$ cat config.mk
export PLATFORM = sky130hd
export DESIGN_NAME = ffa_ctrl
export DESIGN_NICKNAME = d
export VERILOG_FILES = /design/src/ffa_pkg.sv /design/src/ffa_ctrl.sv
export SDC_FILE = /design/constraint.sdc
export NUM_CORES = 1
export LEC_CHECK = 0
export BUFFER_PORTS_ARGS = -buffer_cell sky130_fd_sc_hd__buf_2
export CAP_MARGIN = 20
export CELL_PAD_IN_SITES_DETAIL_PLACEMENT = 1
export CELL_PAD_IN_SITES_GLOBAL_PLACEMENT = 1
export CORE_ASPECT_RATIO = 0.75
export CORE_UTILIZATION = 39
export CTS_CLUSTER_DIAMETER = 50
export DETAILED_ROUTE_END_ITERATION = 8
export PLACE_DENSITY = 0.85
export SLEW_MARGIN = 40
export SYNTH_ARGS = -nofsm -noshare
export SYNTH_HDL_FRONTEND = slang
export SYNTH_SLANG_ARGS = --single-unit
$ cat constraint.sdc
create_clock -name clk -period 3.5 [get_ports clk]
set_input_delay 1.05 -clock clk [delete_from_list [all_inputs] [get_ports clk]]
set_output_delay 1.05 -clock clk [all_outputs]
set_load 0.01 [all_outputs]
$ cat src/ffa_pkg.sv
package ffa_pkg;

    // Configuration register
    localparam int          CFG_W      = 13;
    localparam logic [12:0] GROW_RESET = 13'd1024;

    // Result unit field width
    localparam int UNIT_OUT_W = 12;

    // Request actions
    localparam logic ACT_ALLOC = 1'b0;
    localparam logic ACT_FREE  = 1'b1;

    // Result status codes
    localparam logic ST_OK  = 1'b0;
    localparam logic ST_OOM = 1'b1;

    typedef struct packed {
        logic        action;
        logic [15:0] item_count;
        logic [15:0] item_bytes;
        logic [11:0] release_unit;
    } req_t;

    typedef struct packed {
        logic        status;
        logic [11:0] block_unit;
    } rsp_t;

    // Datapath commands, one per cycle
    typedef enum logic [4:0] {
        OP_NONE,
        OP_LATCH,
        OP_MUL,
        OP_DIV,
        OP_NU,
        OP_A_START,
        OP_A_PREV,
        OP_A_RD,
        OP_A_TAKE,
        OP_A_CUT,
        OP_A_SPLIT,
        OP_A_GROW,
        OP_A_NEXT,
        OP_FAIL,
        OP_R_INIT,
        OP_R_RD,
        OP_R_NEXT,
        OP_R_HIT,
        OP_R_RDQ,
        OP_R_WBP,
        OP_R_WP,
        OP_OUT
    } op_t;

    // Datapath status toward the controller
    typedef struct packed {
        logic is_free;
        logic free_ok;
        logic div_busy;
        logic a_over;
        logic fit;
        logic exact;
        logic at_cursor;
        logic grow_ok;
        logic r_over;
        logic found;
        logic out_free;
    } stat_t;

endpackage

$ cat src/ffa_ctrl.sv
module ffa_ctrl (
    input  logic           clk,
    input  logic           rst_n,
    input  logic           req_valid,
    output logic           req_stall,
    input  ffa_pkg::stat_t stat,
    output ffa_pkg::op_t   op
);
    import ffa_pkg::*;

    typedef enum logic [4:0] {
        S_IDLE,
        S_CHECK,
        S_DIV,
        S_DIVW,
        S_A_START,
        S_A_PREV,
        S_A_RD,
        S_A_EVAL,
        S_A_SPLIT,
        S_R_INIT,
        S_R_RD,
        S_R_EVAL,
        S_R_RDQ,
        S_R_WBP,
        S_R_WP,
        S_DONE
    } state_t;

    state_t state_reg;
    state_t state_next;
    logic   grow_reg;
    logic   grow_next;
    logic   stall_reg;

    // Sequence the request
    always_comb
    begin
        state_next = state_reg;
        grow_next  = grow_reg;
        op         = OP_NONE;
        case (state_reg)
            S_IDLE:
            begin
                if (req_valid)
                begin
                    op         = OP_LATCH;
                    state_next = S_CHECK;
                end
            end
            S_CHECK:
            begin
                op        = OP_MUL;
                grow_next = 1'b0;
                if (!stat.is_free)
                begin
                    state_next = S_DIV;
                end
                else if (stat.free_ok)
                begin
                    state_next = S_R_INIT;
                end
                else
                begin
                    state_next = S_DONE;
                end
            end
            S_DIV:
            begin
                op         = OP_DIV;
                state_next = S_DIVW;
            end
            S_DIVW:
            begin
                if (!stat.div_busy)
                begin
                    op         = OP_NU;
                    state_next = S_A_START;
                end
            end
            S_A_START:
            begin
                op         = OP_A_START;
                state_next = S_A_PREV;
            end
            S_A_PREV:
            begin
                op         = OP_A_PREV;
                state_next = S_A_RD;
            end
            S_A_RD:
            begin
                if (stat.a_over)
                begin
                    op         = OP_FAIL;
                    state_next = S_DONE;
                end
                else
                begin
                    op         = OP_A_RD;
                    state_next = S_A_EVAL;
                end
            end
            S_A_EVAL:
            begin
                if (stat.fit)
                begin
                    if (stat.exact)
                    begin
                        op         = OP_A_TAKE;
                        state_next = S_DONE;
                    end
                    else
                    begin
                        op         = OP_A_CUT;
                        state_next = S_A_SPLIT;
                    end
                end
                else if (stat.at_cursor)
                begin
                    if (stat.grow_ok)
                    begin
                        op         = OP_A_GROW;
                        grow_next  = 1'b1;
                        state_next = S_R_INIT;
                    end
                    else
                    begin
                        op         = OP_FAIL;
                        state_next = S_DONE;
                    end
                end
                else
                begin
                    op         = OP_A_NEXT;
                    state_next = S_A_RD;
                end
            end
            S_A_SPLIT:
            begin
                op         = OP_A_SPLIT;
                state_next = S_DONE;
            end
            S_R_INIT:
            begin
                op         = OP_R_INIT;
                state_next = S_R_RD;
            end
            S_R_RD:
            begin
                if (stat.r_over)
                begin
                    state_next = grow_reg ? S_A_START : S_DONE;
                end
                else
                begin
                    op         = OP_R_RD;
                    state_next = S_R_EVAL;
                end
            end
            S_R_EVAL:
            begin
                if (stat.found)
                begin
                    op         = OP_R_HIT;
                    state_next = S_R_RDQ;
                end
                else
                begin
                    op         = OP_R_NEXT;
                    state_next = S_R_RD;
                end
            end
            S_R_RDQ:
            begin
                op         = OP_R_RDQ;
                state_next = S_R_WBP;
            end
            S_R_WBP:
            begin
                op         = OP_R_WBP;
                state_next = S_R_WP;
            end
            S_R_WP:
            begin
                op         = OP_R_WP;
                state_next = grow_reg ? S_A_START : S_DONE;
            end
            S_DONE:
            begin
                if (stat.out_free)
                begin
                    op         = OP_OUT;
                    state_next = S_IDLE;
                end
            end
            default:
            begin
                state_next = S_IDLE;
            end
        endcase
    end

    // Hold state and the registered stall
    always_ff @(posedge clk or negedge rst_n)
    begin
        if (!rst_n)
        begin
            state_reg <= S_IDLE;
            grow_reg  <= 1'b0;
            stall_reg <= 1'b0;
        end
        else
        begin
            state_reg <= state_next;
            grow_reg  <= grow_next;
            stall_reg <= state_next != S_IDLE;
        end
    end

    assign req_stall = stall_reg;

endmodule

==> results.md <==
* Ports at 20
* Critical path data arrival time at roughly 2200 ps
* Max-cap violations at 0
* Timing-limited maximum frequency at ~310 MHz
* Reg power frac at 30.5%
* Max_slew headroom at 51.8%
* TNS Setup at 0 ps
* Flip-flop count of the largest register, all copies and words added at 5
* Critical Path Sink: op[2]
* Register-to-Register Path Depth at 5
* Pin count of the biggest net entering global routing at 23
* Largest voltage drop on the vdd net at around 430 µV
* Via count of the first global-routing pass at between 700 and 800
* Switch Pwr at ~0.00032 W
* Final min period at between 3000 and 4000 ps
* Clock H-tree levels at 1
* Root Buffer: clkbuf_4
* Total of cells resized after clock tree synthesis at 0
* Routed wire length at about 2500 µm
* Largest fanout on the critical path at 22
* Synthesized instance count at 112
* Max-slew violation total from the final report at 0
* HPWL after DPL at between 1500 and 2000 µm
* Core area at ~1800 µm²
* Total via count after detailed routing at 916
* Post-CTS clock slew at the launch and capture registers of the worst setup and hold paths at 60 ps
* Unrepaired setup endpoints after global routing: no
* Post-CTS Repair Setup Buffers at 0
* Post-Syn Area at 788 µm²
* Sequential element share of the synthesized area at between 20% and 30%
* Outcome: finished, final reports clean
* Final net count at ~140
* GRT overflow at 0
* Synthesized Nets at around 130
* Syn. warnings at 0
* Filler cells at about 250
* Die width at about 54 µm
* Later-pin clock latency in the skew report at 260 ps
* Power share of the clock group at a little under an eighth
* Mean routed wirelength per cell at approximately 17 µm
* Number of hold violations in the final report at 0
* Register bit count reported by yosys at 7
* Diodes inserted at 0
* Hold-fix buffers at CTS at 0
* Logic pwr share at around 58%
* Start point of the worst min-delay path: grow_reg
* Post-detailed-route DRC marker count at 0
* First-pass iteration count of the detailed router at 6
* Yosys cell types at 41
* Finish-stage setup viols at 0
* Reg2reg setup slack at 1390 ps
* Antenna Violating Nets Remaining at 0
* Internal at 0.000319 W
* RR Endpoint: req_stall
* Critical Path Sink Type: output pin
* Routability Congestion at 0.841
* Cell types occupying the most area after synthesis: dfrtp_1 22%, a21oi_1 6.3%, o21ai_0 5.7%, nand2_1 5.2%, nor2b_1 4.8%
* First-pass GRT wire length at 3760 µm
* Critical path origin: state_reg[1]
* Die height at approximately 41 µm
* Total instance count after detailed placement at approximately 150
* Iter 0 DRT Violations at 17
* Buffer levels on the longest clock path at 2
* Worst-margin pin slew at roughly 720 ps
* Post-route insts no fill at 150
* Avg Inst Size Synth at 7.04 µm²
* TritonCTS Sinks at 7
* Worst Skew at about 10 ps
* TritonCTS buffer count at 3
* Initial core utilization at 43.3%
* Count of standard-cell rows at 13
* Leakage power total at just over 0.4 nW
* FF-to-FF Start: state_reg[1]
* Cell type contributing the most total cell area after synthesis: dfrtp_1
* Share of the cycle needed by the critical path after routing at roughly nine tenths
* Hold Path Class: reg -> reg
* Net switching fraction of the power at about half
* Total GRT Usage at around a quarter
* Number of antenna violations at the first check in global routing at 0
* IO Port Bufs at 19
* Number of vias per cell after detailed routing at slightly above 6
* CTS tree: done
* Post-synth top area share at roughly 22%
* Final hold slack at around 560 ps
* Required time worst endpoint at ~2500 ps
* Power density of the placed cells at between 700 and 800 nW/µm²
* Signed area change from the synthesized netlist to the final layout at 14.4%
* Crit path launch type: flop
* Overall die area at approximately 2200 µm²
* Fraction of the core area covered by cells at the end of the flow at 49.5%
* Share of cells above drive strength 1 at 21.1%
* Type of the worst setup path: reg -> out
==> synth_stat cells <==
master,number
dfrtp_1,7
and2b_1,1
nand4_1,1
mux2i_1,2
a41o_1,1
a2111oi_0,1
a21o_1,1
buf_1,1
nand3_1,6
a221o_1,1
buf_4,2
nor3b_1,2
nor3_1,4
or4b_4,1
a22oi_1,1
a31o_1,1
o21ai_0,9
nor4_1,2
inv_2,2
inv_1,4
a2bb2oi_1,1
nor2b_1,6
o31ai_1,2
and3_1,1
o221ai_1,1
o32a_1,1
a21oi_1,10
and4b_1,1
nor2_1,8
a211o_1,1
clkbuf_1,1
nand4b_1,2
a21boi_0,1
nand2b_1,4
a31oi_1,1
buf_2,4
o311ai_2,1
or2b_1,1
conb_1,1
nand2_1,11
o21ai_1,3
==> routing by layer <==
layer,track usage (%),up-vias,wire length (µm)
li1,-,446,-
met1,37.4,443,1260
met2,38.6,27,1150
met3,5.56,0,117
met4,1.97,0,0
met5,0,-,0
==> cells in the final DEF (no fill, tap or decap), drive strengths merged, types with 2 or more instances in the layout <==
master	instances
nor3b	2
o31ai	2
inv	6
nor3	4
o21ai	12
nor2b	6
nand2b	4
clkbuf	4
dfrtp	7
mux2i	2
nand3	6
nor4	2
nand2	11
buf	20
nor2	8
a21oi	10
nand4b	2
==> power groups by stage <==
| stage | sequential [W] | clock (W) | combinational (W) |
|---|---|---|---|
| after floorplan | 0.000133 | 0 | 0.000323 |
| after global placement | 0.000190 | 0 | 0.000352 |
| after detailed placement | 0.000196 | 0 | 0.000368 |
| after CTS | 0.000194 | 0.0000737 | 0.000371 |
| after global routing | 0.000205 | 0.0000799 | 0.000406 |
| final | 0.000195 | 0.0000735 | 0.000371 |
==> metrics by stage <==
stage	power, W	setup WS (ps)	cell area, µm²
2_1_floorplan	0.000457	660	788
3_3_place_gp	0.000542	423	876
3_5_place_dp	0.000564	408	876
4_1_cts	0.000639	302	902
5_1_grt	0.000691	171	902
6_report	0.000640	281	902
==> critical path, cell delays in order, from the launching register on <==
cell and delay [ps]:
dfrtp_1 800, nor2b_1 220, o21ai_1 200, a21oi_1 80, a31o_1 200, a221o_1 280
buf_2 140
==> layout make-up <==
class                   count  area [µm²]  area share (%)
multi-input cells          91         548            60.7
flip-flops and latches      7         175            19.4
well taps                  22        27.5            3.05
inverters                   6        22.5            2.50
repair buffers             20         103            11.4
clock buffers               4        26.3            2.91
==> how the worst min path moves through the flow <==
| stage | end | slack [ps] | cells past startpoint |
|---|---|---|---|
| floorplan | grow_reg | 500 | 2 |
| detailed placement | grow_reg | 560 | 2 |
| CTS | grow_reg | 570 | 2 |
| global placement | grow_reg | 530 | 2 |
| finish | grow_reg | 560 | 2 |
| global route | state_reg[3] | 610 | 1 |
==> kinds of logic after synthesis <==
group | after synthesis | synth area share (%)
DFF | 7 | 22.2
other | 1 | 0.476
AOI/OAI and AO/OA | 37 | 31.0
buffers and inverters | 14 | 8.25
muxes | 2 | 2.54
and+or+nand+nor | 51 | 35.6
No activity file was read; power rests on OpenSTA's default activity.
